$ cat src/design/stdp_pkg.sv
// ----------------------------------------------------------------------------
// stdp_pkg
// Shared types, register indexes, controller states and ROM helpers for the
// STDP synapse weight update block.
// ----------------------------------------------------------------------------
package stdp_pkg;

  localparam int SYNAPSES_DEF    = 1024;
  localparam int EXP_ENTRIES_DEF = 256;

  localparam int W_WEIGHT = 16;
  localparam logic [W_WEIGHT-1:0] WEIGHT_MAX = 16'd32768;

  // dividend of the timing divide is |dt| * 16
  localparam int DIVIDEND_W = 20;
  localparam int DIV_CNT_W  = $clog2(DIVIDEND_W + 1);

  localparam logic [1:0] KIND_TIMING = 2'd0;
  localparam logic [1:0] KIND_REWARD = 2'd1;
  localparam logic [1:0] KIND_LOAD   = 2'd2;

  localparam logic [0:0] STATUS_DONE      = 1'b0;
  localparam logic [0:0] STATUS_NOT_FOUND = 1'b1;

  typedef enum logic [2:0] {
    REG_LTP_AMPLITUDE     = 3'd0,
    REG_LTD_AMPLITUDE     = 3'd1,
    REG_LTP_TIME_CONSTANT = 3'd2,
    REG_LTD_TIME_CONSTANT = 3'd3,
    REG_SYNAPSE_COUNT     = 3'd4
  } cfg_reg_t;

  typedef struct packed {
    logic [1:0]         kind;
    logic [9:0]         synapse_index;
    logic signed [15:0] time_difference;
    logic signed [15:0] reward_factor;
    logic [15:0]        load_value;
  } item_t;

  typedef struct packed {
    logic [0:0]  status;
    logic [15:0] old_weight;
    logic [15:0] new_weight;
  } result_t;

  typedef struct packed {
    logic [15:0] ltp_amplitude;
    logic [15:0] ltd_amplitude;
    logic [15:0] ltp_time_constant;
    logic [15:0] ltd_time_constant;
    logic [10:0] synapse_count;
  } cfg_t;

  typedef enum logic [2:0] {
    ST_IDLE,
    ST_FETCH,
    ST_DIVIDE,
    ST_LOOKUP,
    ST_SCALE,
    ST_APPLY,
    ST_EMIT
  } ctrl_state_t;

  typedef struct packed {
    logic load_item;
    logic read;
    logic start_div;
    logic div_step;
    logic latch_exp;
    logic mul;
    logic apply;
    logic emit;
  } dp_cmd_t;

  typedef struct packed {
    logic found;
    logic timing;
    logic div_last;
    logic out_free;
  } dp_sts_t;

  localparam logic [63:0] Q60_ONE = 64'd1 << 60;

  // series terms 2^60 / (16^k * k!) of exp(-1/16); terms past the ninth are 0
  localparam logic [63:0] EXP_TERM_1 = (Q60_ONE >> 4) / 64'd1;
  localparam logic [63:0] EXP_TERM_2 = (Q60_ONE >> 8) / 64'd2;
  localparam logic [63:0] EXP_TERM_3 = (Q60_ONE >> 12) / 64'd6;
  localparam logic [63:0] EXP_TERM_4 = (Q60_ONE >> 16) / 64'd24;
  localparam logic [63:0] EXP_TERM_5 = (Q60_ONE >> 20) / 64'd120;
  localparam logic [63:0] EXP_TERM_6 = (Q60_ONE >> 24) / 64'd720;
  localparam logic [63:0] EXP_TERM_7 = (Q60_ONE >> 28) / 64'd5040;
  localparam logic [63:0] EXP_TERM_8 = (Q60_ONE >> 32) / 64'd40320;
  localparam logic [63:0] EXP_TERM_9 = (Q60_ONE >> 36) / 64'd362880;

  // exp(-1/16) in Q60
  localparam logic [63:0] EXP_STEP_Q60 = Q60_ONE - EXP_TERM_1 + EXP_TERM_2
                                         - EXP_TERM_3 + EXP_TERM_4 - EXP_TERM_5
                                         + EXP_TERM_6 - EXP_TERM_7 + EXP_TERM_8
                                         - EXP_TERM_9;

  // (a * b) >> 60 for Q60 operands, elaboration only
  function automatic logic [63:0] mul_q60(input logic [63:0] a, input logic [63:0] b);
    logic [127:0] p;
    p = {64'd0, a} * {64'd0, b};
    return p[123:60];
  endfunction

endpackage

$ cat src/design/stdp_ctrl.sv
// ----------------------------------------------------------------------------
// stdp_ctrl
// Sequencer: fetch, divide, ROM lookup, scale, apply and emit one word.
// ----------------------------------------------------------------------------
module stdp_ctrl (
  input  logic              clk,
  input  logic              rst,
  input  logic              item_valid,
  output logic              item_stall,
  input  stdp_pkg::dp_sts_t sts,
  output stdp_pkg::dp_cmd_t cmd
);
  import stdp_pkg::*;

  ctrl_state_t state;
  ctrl_state_t state_next;

  always_ff @(posedge clk) begin
    if (rst) begin
      state <= ST_IDLE;
    end else begin
      state <= state_next;
    end
  end

  always_comb begin
    state_next = state;
    unique case (state)
      ST_IDLE: begin
        if (item_valid) state_next = ST_FETCH;
      end
      ST_FETCH: begin
        priority if (!sts.found) state_next = ST_EMIT;
        else if (sts.timing)     state_next = ST_DIVIDE;
        else                     state_next = ST_SCALE;
      end
      ST_DIVIDE: begin
        if (sts.div_last) state_next = ST_LOOKUP;
      end
      ST_LOOKUP: state_next = ST_SCALE;
      ST_SCALE:  state_next = ST_APPLY;
      ST_APPLY:  state_next = ST_EMIT;
      ST_EMIT: begin
        if (sts.out_free) state_next = ST_IDLE;
      end
      default: state_next = ST_IDLE;
    endcase
  end

  always_comb begin
    cmd        = '0;
    item_stall = (state != ST_IDLE);
    unique case (state)
      ST_IDLE:   cmd.load_item = item_valid;
      ST_FETCH: begin
        cmd.read      = 1'b1;
        cmd.start_div = 1'b1;
      end
      ST_DIVIDE: cmd.div_step  = 1'b1;
      ST_LOOKUP: cmd.latch_exp = 1'b1;
      ST_SCALE:  cmd.mul       = 1'b1;
      ST_APPLY:  cmd.apply     = 1'b1;
      ST_EMIT:   cmd.emit      = sts.out_free;
      default: ;
    endcase
  end

endmodule

$ cat config.mk
export PLATFORM = sky130hd
export DESIGN_NAME = stdp_ctrl
export DESIGN_NICKNAME = d
export VERILOG_FILES = /design/src/design/stdp_pkg.sv /design/src/design/stdp_ctrl.sv
export SDC_FILE = /design/constraint.sdc
export NUM_CORES = 1
export LEC_CHECK = 0
export BUFFER_PORTS_ARGS = -buffer_cell sky130_fd_sc_hd__buf_2
export CAP_MARGIN = 40
export CORE_AREA = 2 2 39 41
export DETAILED_ROUTE_END_ITERATION = 8
export DIE_AREA = 0 0 41 43
export GPL_TIMING_DRIVEN = 0
export SLEW_MARGIN = 20
export SYNTH_ARGS = -nofsm -noshare
export SYNTH_HDL_FRONTEND = slang
export SYNTH_SLANG_ARGS = --single-unit
$ cat constraint.sdc
create_clock -name clk -period 1.28 [get_ports clk]
set_input_delay 0.256 -clock clk [delete_from_list [all_inputs] [get_ports clk]]
set_output_delay 0.256 -clock clk [all_outputs]
set_load 0.005 [all_outputs]
==> flow_summary.ini <==
[outcome]
status = finished with violations
violations = setup timing

[power_and_ir_drop]
powerDensity_nw_per_um2 = 1443
p_leak_nw = 0.2242
power.internal_mw = 0.4255
combinationalPowerShare_pct = 51.5
finalPower_mw = 0.6444
p_sw_mw = 0.2188
peakVddDrop_mv = 0.3338
seqPwrFrac_pct = 22.1
clkPwrFrac_pct = 26.3
switching_share_pct = 33.96

[clocking]
cts_buffer_depth = 2
clk_latency_ns = 0.24
h-tree-depth = 1
holdBufCountCts = 0
cts_tree = yes
cts.reportedPaths.clkPinSlew_ns = 0.04
cts_root_buffer = clkbuf_4
numCtsBuffers = 3
clock_sink_count = 3

[place]
numPlacedInstances = 62
gp_congestion = 0.8170
io_buffer_count = 15
dp_hpwl_um = 473.6
placed_cell_area_sq_um = 327.8

[sta]
drv_slew = 0
finalSetupViolCount = 8
final_hold_viol_count = 0
tightestPinTransition_ns = 0.3061
setup_tns_ns = -0.4378
worst_slack_ns = -0.1345
rsz0062_at_grt = true
period_share_pct = 110.5
max_freq_ghz = 0.7070
relSlewSlack_pct = 79.33
clock_skew_ns = 0.001375
final.min_clock_period_ns = 1.414

[drt]
routedWlPerCell_um = 10.08
drc_errors = 0
first_pass_iters = 4
num_vias = 326
drt_wl_total_um = 726
viasPerCell = 4.528
drt_iter0_markers = 8
ant_nets = 0

[setup_path]
arrival_ns = 1.16
cp-start-kind = flip-flop
worstPathCellList = or3_4 > nor2_1 > buf_2
r2r_setup_slack_ns = 0.08
worst_path_max_delay_cell = or3_4
cp_slowest_stage_delay_ns = 0.37
critPathRequiredTime_ns = 1.02
r2r-end = state[0]
path_class = reg2out
cp_max_fo = 5
cp-end-kind = output port
r2r-start = state[2]
r2r_cells = 5

[layout]
largest-register = state
reg.largest.list = state: 3 flops
finalCoreUtilization_pct = 32.28
largest_register_ff_count = 3
drive_above_1_share_pct = 67.86
final_area_sq_um = 446.7
layout.nets = 64
layoutNonFillerInstCount = 72
area_delta_synth_final_pct = 91.94
diodes = 0

[global_route]
grt_start_max_net_pins = 11
grt_first_pass_wirelength_um = 924
grt_use_total_pct = 8.325
antenna_found_initial = 0
grt_pass1_vias = 241
globalRouteOverflowTotal = 0

[synthesis]
synthArstFlopShare_pct = 0
ys_warn_count = 0
ys.flop_type = dfxtp_1
syn_area_sq_um = 232.7
synth-edff-count = 0
syn_avg_cell_area_sq_um = 7.507
synth_seq_cells = 3
synth_nets = 38
syn_inst = 31
synth_cell_types = 17
ys_seq_area_share_pct = 25.81

[floorplanning]
fp.dieArea_sq_um = 1763
die_x_um = 41
rows = 14
start_util_pct = 16.82
coreArea_sq_um = 1384
ios = 16
dieHeight_um = 43

[worst_hold_path]
min-delay-start = rst
hold_class = in2reg
hold_end = state[2]
hold_path_depth = 2

[job]
cap_violations = 0
how the worst max path moves through the flow:
| stage | start | to | slack [ns] | cells past startpoint |
|---|---|---|---|---|
| after CTS | state[1] | cmd[7] | -0.15 | 3 |
| after floorplan | state[0] | cmd[6] | 0.1 | 3 |
| after global routing | state[1] | cmd[7] | -0.17 | 3 |
| final | state[0] | cmd[7] | -0.13 | 3 |
| after global placement | state[0] | cmd[6] | -0.01 | 4 |
| after detailed placement | state[0] | cmd[6] | -0.03 | 4 |
final cells by class:
class                           count  area [sq um]
Tap cell                           16         20.02
Clock buffer                        4         26.28
Buffer                              2         18.77
Multi-Input combinational cell     21         156.4
Inverter                            5         21.27
Fill cell                         148         937.1
Timing Repair Buffer               21         132.6
Sequential cell                     3         71.32
metal layers:
metal	vias to the layer above	routed length (um)	part of all wire, %	GRT usage, %
li1	165	-	-	-
met4	0	16	2.2	8.000
met5	-	0	0	0
met2	16	351	48	9.375
met1	143	297	41	11.22
met3	2	61	8.4	3.141
stage by stage:
step | hold slack (ns) | worst slack [ns]
finish | 0.2071 | -0.1345
global route | 0.2209 | -0.1677
CTS | 0.2015 | -0.1548
detailed placement | 0.4597 | -0.03406
global placement | 0.4592 | -0.01308
floorplan | 0.3251 | 0.09823
worst max-delay path, delay by kind of cell (launching register included):
family / cells / cell delay (ns)
flops: 1 / 0.35
buf+inv: 1 / 0.11
simple gates: 2 / 0.46
cells in the final DEF, fill, tap and decap left out:
cell type	count
o311ai_0	1
nor3_4	1
nand3b_1	1
clkbuf_1	1
a31oi_1	2
nor2_1	2
a21boi_0	1
or3_4	1
a21oi_1	1
o21ai_0	2
buf_6	3
clkbuf_4	3
nor3_2	1
buf_2	13
inv_1	3
and3b_2	1
dfxtp_4	3
inv_2	1
nor3_1	1
a211oi_1	2
inv_4	1
and4_4	1
buf_4	7
nand2_1	1
and3_2	2
synthesized netlist by cell type (all sizes together), types with 2 or more instances:
cell type / count / area share (%)
a211oi: 2 / 6.4
a31oi: 2 / 5.4
and3: 2 / 6.4
buf: 2 / 6.4
dfxtp: 3 / 26
inv: 5 / 8.1
nor2: 2 / 3.2
nor3: 3 / 6.4
o21ai: 2 / 4.3
cells by family (layout without fill, tap and decap cells):
family          Yosys count  count (layout)  share of synthesized area [%]
simple gates             12              12                          34.41
flops                     3               3                          25.81
buf+inv                   7              32                          14.52
compound gates            9               9                          25.27
power by group through the flow:
stage | combinational (mW) | sequential, mW | clock [mW]
finish | 0.332 | 0.143 | 0.170
floorplan | 0.140 | 0.138 | 0
CTS | 0.291 | 0.139 | 0.176
detailed placement | 0.213 | 0.147 | 0
global placement | 0.211 | 0.147 | 0
global route | 0.364 | 0.145 | 0.180
repair_timing:
action | in CTS | in global routing
pin swaps | 2 | 1
buffers inserted | 3 | 3
gates resized for setup | 12 | 5
endpoints found under the setup margin | 9 | 9
cloned | 0 | 0
Power figures use the tool's default switching activity.
