===== src/design/stdp_pkg.sv =====
// ----------------------------------------------------------------------------
// stdp_pkg
// Shared types, register indexes, controller states and ROM helpers for the
// STDP synapse weight update block.
// ----------------------------------------------------------------------------
package stdp_pkg;

  localparam int SYNAPSES_DEF    = 1024;
  localparam int EXP_ENTRIES_DEF = 256;

  localparam int W_WEIGHT = 16;
  localparam logic [W_WEIGHT-1:0] WEIGHT_MAX = 16'd32768;

  // dividend of the timing divide is |dt| * 16
  localparam int DIVIDEND_W = 20;
  localparam int DIV_CNT_W  = $clog2(DIVIDEND_W + 1);

  localparam logic [1:0] KIND_TIMING = 2'd0;
  localparam logic [1:0] KIND_REWARD = 2'd1;
  localparam logic [1:0] KIND_LOAD   = 2'd2;

  localparam logic [0:0] STATUS_DONE      = 1'b0;
  localparam logic [0:0] STATUS_NOT_FOUND = 1'b1;

  typedef enum logic [2:0] {
    REG_LTP_AMPLITUDE     = 3'd0,
    REG_LTD_AMPLITUDE     = 3'd1,
    REG_LTP_TIME_CONSTANT = 3'd2,
    REG_LTD_TIME_CONSTANT = 3'd3,
    REG_SYNAPSE_COUNT     = 3'd4
  } cfg_reg_t;

  typedef struct packed {
    logic [1:0]         kind;
    logic [9:0]         synapse_index;
    logic signed [15:0] time_difference;
    logic signed [15:0] reward_factor;
    logic [15:0]        load_value;
  } item_t;

  typedef struct packed {
    logic [0:0]  status;
    logic [15:0] old_weight;
    logic [15:0] new_weight;
  } result_t;

  typedef struct packed {
    logic [15:0] ltp_amplitude;
    logic [15:0] ltd_amplitude;
    logic [15:0] ltp_time_constant;
    logic [15:0] ltd_time_constant;
    logic [10:0] synapse_count;
  } cfg_t;

  typedef enum logic [2:0] {
    ST_IDLE,
    ST_FETCH,
    ST_DIVIDE,
    ST_LOOKUP,
    ST_SCALE,
    ST_APPLY,
    ST_EMIT
  } ctrl_state_t;

  typedef struct packed {
    logic load_item;
    logic read;
    logic start_div;
    logic div_step;
    logic latch_exp;
    logic mul;
    logic apply;
    logic emit;
  } dp_cmd_t;

  typedef struct packed {
    logic found;
    logic timing;
    logic div_last;
    logic out_free;
  } dp_sts_t;

  localparam logic [63:0] Q60_ONE = 64'd1 << 60;

  // series terms 2^60 / (16^k * k!) of exp(-1/16); terms past the ninth are 0
  localparam logic [63:0] EXP_TERM_1 = (Q60_ONE >> 4) / 64'd1;
  localparam logic [63:0] EXP_TERM_2 = (Q60_ONE >> 8) / 64'd2;
  localparam logic [63:0] EXP_TERM_3 = (Q60_ONE >> 12) / 64'd6;
  localparam logic [63:0] EXP_TERM_4 = (Q60_ONE >> 16) / 64'd24;
  localparam logic [63:0] EXP_TERM_5 = (Q60_ONE >> 20) / 64'd120;
  localparam logic [63:0] EXP_TERM_6 = (Q60_ONE >> 24) / 64'd720;
  localparam logic [63:0] EXP_TERM_7 = (Q60_ONE >> 28) / 64'd5040;
  localparam logic [63:0] EXP_TERM_8 = (Q60_ONE >> 32) / 64'd40320;
  localparam logic [63:0] EXP_TERM_9 = (Q60_ONE >> 36) / 64'd362880;

  // exp(-1/16) in Q60
  localparam logic [63:0] EXP_STEP_Q60 = Q60_ONE - EXP_TERM_1 + EXP_TERM_2
                                         - EXP_TERM_3 + EXP_TERM_4 - EXP_TERM_5
                                         + EXP_TERM_6 - EXP_TERM_7 + EXP_TERM_8
                                         - EXP_TERM_9;

  // (a * b) >> 60 for Q60 operands, elaboration only
  function automatic logic [63:0] mul_q60(input logic [63:0] a, input logic [63:0] b);
    logic [127:0] p;
    p = {64'd0, a} * {64'd0, b};
    return p[123:60];
  endfunction

endpackage


===== src/design/stdp_cfg.sv =====
// ----------------------------------------------------------------------------
// stdp_cfg
// Configuration register file: amplitudes, time constants, synapse count.
// ----------------------------------------------------------------------------
module stdp_cfg (
  input  logic                  clk,
  input  logic                  rst,
  input  logic                  cfg_valid,
  output logic                  cfg_ready,
  input  logic [2:0]            cfg_index,
  input  logic [15:0]           cfg_data,
  output stdp_pkg::cfg_t        regs
);
  import stdp_pkg::*;

  assign cfg_ready = 1'b1;

  always_ff @(posedge clk) begin
    if (rst) begin
      regs.ltp_amplitude     <= 16'd164;
      regs.ltd_amplitude     <= 16'd197;
      regs.ltp_time_constant <= 16'd320;
      regs.ltd_time_constant <= 16'd320;
      regs.synapse_count     <= 11'd1024;
    end else if (cfg_valid && cfg_ready) begin
      unique case (cfg_index)
        REG_LTP_AMPLITUDE:     regs.ltp_amplitude     <= cfg_data;
        REG_LTD_AMPLITUDE:     regs.ltd_amplitude     <= cfg_data;
        REG_LTP_TIME_CONSTANT: regs.ltp_time_constant <= cfg_data;
        REG_LTD_TIME_CONSTANT: regs.ltd_time_constant <= cfg_data;
        REG_SYNAPSE_COUNT:     regs.synapse_count     <= cfg_data[10:0];
        default: ;
      endcase
    end
  end

endmodule


===== config.mk =====
export PLATFORM = sky130hd
export DESIGN_NAME = stdp_cfg
export DESIGN_NICKNAME = d
export VERILOG_FILES = /design/src/design/stdp_pkg.sv /design/src/design/stdp_cfg.sv
export SDC_FILE = /design/constraint.sdc
export NUM_CORES = 1
export LEC_CHECK = 0
export BUFFER_PORTS_ARGS = -buffer_cell sky130_fd_sc_hd__buf_2
export CAP_MARGIN = 20
export CORE_ASPECT_RATIO = 0.5
export CORE_MARGIN = 3
export CORE_UTILIZATION = 54
export DETAILED_ROUTE_END_ITERATION = 8
export MAX_ROUTING_LAYER = met4
export PLACE_DENSITY = 0.92
export SYNTH_ARGS = -nofsm -noshare
export SYNTH_HDL_FRONTEND = slang
export SYNTH_SLANG_ARGS = --single-unit

===== constraint.sdc =====
create_clock -name clk -period 2.8 [get_ports clk]
set_input_delay 0.42 -clock clk [delete_from_list [all_inputs] [get_ports clk]]
set_output_delay 0.42 -clock clk [all_outputs]
set_load 0.03 [all_outputs]

==> results.toml, run 1 <==
[sta]
tightest_slew_ns = 0.774
max_slew_margin = 0.481
finalHoldViolCount = 0
slew_viol_final = 0
finalClockSkew_ns = 0
clock.fmax_mhz = 721
rsz0062_at_grt = "no"
finalCritPeriodShare = 0.495
setup-tns-final_ns = 0
setup_viol = 0
min_period_ns = 1.39

[drt]
wire_per_inst_um = 15.3
vias = 2211
ant_nets = 0
routed_wl_mm = 6.79
drt_iter0_drc = 83
drt-vias-per-instance = 4.98
drt-pass1-iter-count = 4
route.detailed.drc = 0

[critical_path]
cp_slowest_cell = "or4b_1"
crit_buf_inv = 1
path_class = "in2reg"
start_kind = "primary input"
crit_family = "simple AND/OR/NAND/NOR gates"
worstPathRequired_ns = 3.02
r2r_end = "regs[49]$_SDFFE_PP1P_"
path_depth = 3
reg2regPathDepth = 2
cp_max_fo = 9
arrival_ns = 1.60
timing.critical_path.to = "regs[67]$_SDFFE_PP0P_"
endpoint_kind = "register"
crit_start = "cfg_index[0]"
cpPeakStageDelay_ns = 0.82
r2r_start = "regs[49]$_SDFFE_PP1P_"
rrSetupSlack_ns = 2.14
worstPathCellList = "buf_2 -> or4b_1 -> mux2i_1"

[synth]
synth.avg_cell_area_um2 = 10.9
synth_ff_type = "dfxtp_1"
synth.most_common_cell = "nand2b_1"
synth_cell_type_count = 14
synth_edf_count = 0
yosys.area.top_type = "dfxtp_1"
synthTopCellsByArea = "dfxtp_1 (50%), mux2i_1 (25%), nand2b_1 (16%), nor2_1 (2.4%), buf_2 (1.3%)"
yosysWarnings = 0
ys_seq_area_frac = 0.497
syn_nets = 300
syn_inst = 278
synthArstFlopShare = 0
syn_area_um2 = 3020
synth_top_area_frac = 0.497
synth_seq_cells = 75
synth_top_cells_by_count = "nand2b_1 (79), dfxtp_1 (75), mux2i_1 (75)"

[cells_and_area]
nets = 391
reg_top3 = "regs: 75 flops"
final_core_util = 0.730
largest_register = "regs"
antenna_cells = 0
stdcell_count = 444
largest_reg_flops = 75
areaGrowthSynthToFinish_pct = 24.6
postLayoutCellArea_um2 = 3760
drive_above_1_share = 0.321

[floorplan]
fp.dieW_um = 112
fp.coreArea_um2 = 5160
rows = 18
dieArea_um2 = 6580
start_util = 0.586
die_h_um = 58.9
io_pins = 98

[placement]
io_buffers = 96
placed_area_um2 = 3540
dp_cells = 428
gp_congestion = 0.797
dpl.hpwl_mm = 4.66

[pwr]
p_per_area_nw_per_um2 = 594
ir_drop_uv = 350
leakagePower_nw = 1.91

[cts]
cts_setup_buffers = 0
path_clk_slew_ns = 0.07
clockBufferDepth = 2
cts_inserted_buffers = 9
clock_latency_ns = 0.35
ctsResizeCount = 0
cts.sink_count = 75
cts_htree_levels = 3
cts_root_buf = "clkbuf_8"
cts_tree = "built"
hold_buffers = 0

[job]
drv_cap = 0

[run_status]
status = "finished clean"

[global_routing]
grt_usage = 0.216
grt_pass1_vias = 2194
grt_max_degree = 51
antenna_found_initial = 0
grt-ovfl-total = 0
grt_pass1_wl_mm = 10.6

[hold_path]
hold_path.class = "in2reg"
## how the worst min path moves through the flow
stage | depth (start not counted) | start | end | slack, ns
after global placement | 2 | regs[56]$_SDFFE_PP0P_ | regs[56]$_SDFFE_PP0P_ | 0.46
after detailed placement | 2 | regs[55]$_SDFFE_PP0P_ | regs[55]$_SDFFE_PP0P_ | 0.46
after CTS | 3 | cfg_data[5] | regs[64]$_SDFFE_PP1P_ | 0.34
after global routing | 3 | cfg_data[2] | regs[45]$_SDFFE_PP1P_ | 0.36
final | 3 | cfg_data[5] | regs[64]$_SDFFE_PP1P_ | 0.35
after floorplan | 2 | cfg_data[0] | regs[43]$_SDFFE_PP1P_ | 0.59
## cells in the final DEF (no fill, tap or decap)
master / instances
nand4b_1: 1
and4bb_2: 3
mux2i_1: 75
dfxtp_1: 75
clkbuf_8: 10
nor2_1: 19
or4b_1: 1
clkinvlp_4: 2
conb_1: 1
clkinv_4: 1
buf_12: 1
nand4bb_1: 3
clkinv_2: 1
bufinv_16: 2
buf_2: 96
nor4b_2: 1
nand2b_1: 79
buf_4: 3
## tightest hold or removal path: cells and delay by family
family,cells,cell delay (ns)
muxes,1,0.11
buffers and inverters,1,0.09
and+or+nand+nor,1,0.04
## area by class of cell
type	count	area, um2
multi-input cells	183	1430
fillers	355	1390
repair buffers	100	523
clock inverters	6	88.8
flip-flops and latches	75	1500
well taps	70	87.6
clock buffers	10	138
## per-layer routing
metal  GRT usage  wire, um
met2       0.371      3390
met1       0.236      2980
met5           -         0
met3      0.0647       311
met4       0.104       116
## cells by family (layout without fill, tap and decap cells)
logic type | after synthesis | after routing | synth area share
buffers and inverters | 20 | 116 | 0.0331
flip-flops | 75 | 75 | 0.497
multiplexers | 75 | 75 | 0.249
AND/OR/NAND/NOR | 107 | 107 | 0.220
other | 1 | 1 | 0.00124
## per-stage QoR
step | worst slack, ns | hold slack, ns | power (mW)
floorplan | 1.46 | 0.587 | 1.26
global placement | 1.08 | 0.457 | 1.32
detailed placement | 1.04 | 0.458 | 1.33
CTS | 1.42 | 0.339 | 2.25
global route | 1.34 | 0.362 | 2.30
finish | 1.41 | 0.353 | 2.23
## where the power goes
group,switching (mW),internal (mW),total (mW)
registers,0.0131,1.09,1.10
logic,0.124,0.0775,0.201
clock network,0.405,0.525,0.930
total,0.541,1.69,2.23
No activity file was read; power rests on OpenSTA's default activity.
==> run 2: changes to the inputs <==
--- a/config.mk
+++ b/config.mk
@@ -5,14 +5,15 @@
 export SDC_FILE = /design/constraint.sdc
 export NUM_CORES = 1
 export LEC_CHECK = 0
+export ABC_AREA = 1
 export BUFFER_PORTS_ARGS = -buffer_cell sky130_fd_sc_hd__buf_2
 export CAP_MARGIN = 20
 export CORE_ASPECT_RATIO = 0.5
 export CORE_MARGIN = 3
-export CORE_UTILIZATION = 54
+export CORE_UTILIZATION = 50
 export DETAILED_ROUTE_END_ITERATION = 8
 export MAX_ROUTING_LAYER = met4
-export PLACE_DENSITY = 0.92
+export PLACE_DENSITY = 0.87
 export SYNTH_ARGS = -nofsm -noshare
 export SYNTH_HDL_FRONTEND = slang
 export SYNTH_SLANG_ARGS = --single-unit
==> constraint.sdc (replaced) <==
create_clock -name clk -period 1.4 [get_ports clk]
set_input_delay 0.21 -clock clk [delete_from_list [all_inputs] [get_ports clk]]
set_output_delay 0.21 -clock clk [all_outputs]
set_load 0.03 [all_outputs]
==> results.toml, run 2 <==
[run_status]
status = "finished clean"

[synth]
synthTopCellsByArea = "dfxtp_1 (49%), nor2_1 (16%), nand3_1 (12%), nand2_1 (12%), buf_4 (2.5%)"
synth_top_cells_by_count = "nor2_1 (129), nand2_1 (95), dfxtp_1 (75), nand3_1 (75), inv_1 (18)"
yosysWarnings = 0
yosys.area.top_type = "dfxtp_1"
synth_ff_type = "dfxtp_1"
ys_seq_area_frac = 0.493
syn_nets = 453
synthArstFlopShare = 0
synth.most_common_cell = "nor2_1"
synth.avg_cell_area_um2 = 7.07
synth_edf_count = 0
syn_area_um2 = 3050
synth_cell_type_count = 16
synth_top_area_frac = 0.493
syn_inst = 431
synth_seq_cells = 75

[floorplan]
start_util = 0.536
rows = 19
fp.coreArea_um2 = 5680
io_pins = 98
fp.dieW_um = 116
dieArea_um2 = 7120
die_h_um = 61.2

[sta]
finalHoldViolCount = 0
min_period_ns = 1.12
clock.fmax_mhz = 894
timing.final.ws_setup_ns = 0.281
setup_viol = 0
slew_viol_final = 0
finalClockSkew_ns = 0
setup-tns-final_ns = 0
rsz0062_at_grt = "no"
finalCritPeriodShare = 0.799

[pwr]
power_mw = 5.52
p_per_area_nw_per_um2 = 1420
ir_drop_uv = 834
p_int_mw = 4.13
p_clk_frac = 0.474
p_comb_frac = 0.119
sw_frac_of_total = 0.251
leakagePower_nw = 1.96
p_sw_mw = 1.39
p_seq_frac = 0.407

[cells_and_area]
layout_commonest_cell = "nor2_1"
layout_common_cells = "nor2_1 (129), buf_2 (96), nand2_1 (95), nand3_1 (75), dfxtp_1 (75)"
areaGrowthSynthToFinish_pct = 28.1
largest_register = "regs"
antenna_cells = 0
drive_above_1_share = 0.252
largest_reg_flops = 75
nets = 544
reg_top3 = "regs: 75 flops"

[critical_path]
start_kind = "register"
path_class = "reg2out"
endpoint_kind = "output pin"
worstPathCellList = "buf_2"
cp_slowest_cell = "dfxtp_1"
crit_family = "flip-flops"
worstPathRequired_ns = 1.19
cp_max_fo = 2
arrival_ns = 0.91
cpPeakStageDelay_ns = 0.36
crit_buf_inv = 1

[drt]
routed_wl_mm = 8.85
vias = 3153
route.detailed.drc = 0
drt_iter0_drc = 367
ant_nets = 0
wire_per_inst_um = 14.7
drt-pass1-iter-count = 6
drt-vias-per-instance = 5.26

[global_routing]
grt_usage = 0.259
antenna_found_initial = 0
grt_pass1_wl_mm = 13.3
grt_pass1_vias = 2780
grt-ovfl-total = 0
grt_max_degree = 57

[cts]
hold_buffers = 0
ctsResizeCount = 0
cts_setup_buffers = 0
clockBufferDepth = 2
cts_root_buf = "clkbuf_16"
cts_htree_levels = 3
cts_inserted_buffers = 9
cts_tree = "built"
clock_latency_ns = 0.33
path_clk_slew_ns = 0.06
cts.sink_count = 75

[placement]
gp_congestion = 0.883
dpl.hpwl_mm = 6.06
io_buffers = 96
place_ws_ns = 0.171

[hold_path]
hold_path.class = "in2reg"

[job]
drv_cap = 0
==> run 2: cell types whose count changed after synthesis, sizes merged, moves of 3 or more <==
cell,change
and4bb,-3
buf,+14
clkbuf,-9
inv,+22
mux2i,-75
nand2,+96
nand2b,-79
nand3,+75
nand4bb,-3
nor2,+116
==> run 2: final cells by class <==
cell class,count,area [um2]
clock inverter,7,116
sequential,75,1500
inverter,23,86.3
fill,452,1780
clock buffer,9,225
tap,73,91.3
timing repair buffer,105,586
multi-input combinational,308,1290
==> run 2: cells by family (layout without fill, tap and decap cells) <==
kind of cell / after synthesis / count (layout) / synth area share
AND/OR/NAND/NOR: 306 / 306 / 0.420
buffers and inverters: 48 / 144 / 0.0838
other: 1 / 1 / 0.00123
flip-flops: 75 / 75 / 0.493
AO/OA/AOI/OAI: 1 / 1 / 0.00164
==> run 2: power by group through the flow <==
| stage | combinational (mW) | sequential [mW] | clock [mW] |
|---|---|---|---|
| after floorplan | 0.294 | 2.44 | 0 |
| after global placement | 0.626 | 2.29 | 0 |
| after detailed placement | 0.637 | 2.30 | 0 |
| after CTS | 0.646 | 2.25 | 2.63 |
| after global routing | 0.707 | 2.26 | 2.75 |
| final | 0.655 | 2.25 | 2.62 |
==> run 2: final timing paths <==
| path | to | slack [ns] | startpoint | cells past startpoint |
|---|---|---|---|---|
| min reg2reg | regs[19]$_SDFFE_PP1P_ | 0.47 | regs[19]$_SDFFE_PP1P_ | 2 |
| max | regs[65] | 0.28 | regs[65]$_SDFFE_PP0P_ | 1 |
| min | regs[43]$_SDFFE_PP1P_ | 0.09 | cfg_data[0] | 3 |
| max reg2reg | regs[52]$_SDFFE_PP0P_ | 0.73 | regs[52]$_SDFFE_PP0P_ | 2 |
==> run 2: tightest hold or removal path, cell delays in order <==
cell	delay [ns]
buf_2	0.09
nand2_1	0.05
nand3_1	0.05
==> run 2: routing by layer <==
layer / vias up / share of wire / track usage
met5: - / 0 / -
li1: 1515 / - / -
met1: 1442 / 0.40 / 0.300
met2: 161 / 0.46 / 0.425
met4: 0 / 0.032 / 0.102
met3: 35 / 0.10 / 0.0834
==> run 2: per-stage QoR <==
step                instances  utilization  area (um2)  hold WS [ns]
floorplan                 431            -        3050         0.323
global placement          584        0.626        3560         0.436
detailed placement        584        0.626        3560         0.438
CTS                       600        0.686        3900        0.0920
global route              600        0.686        3900         0.127
finish                    600        0.686        3900        0.0934
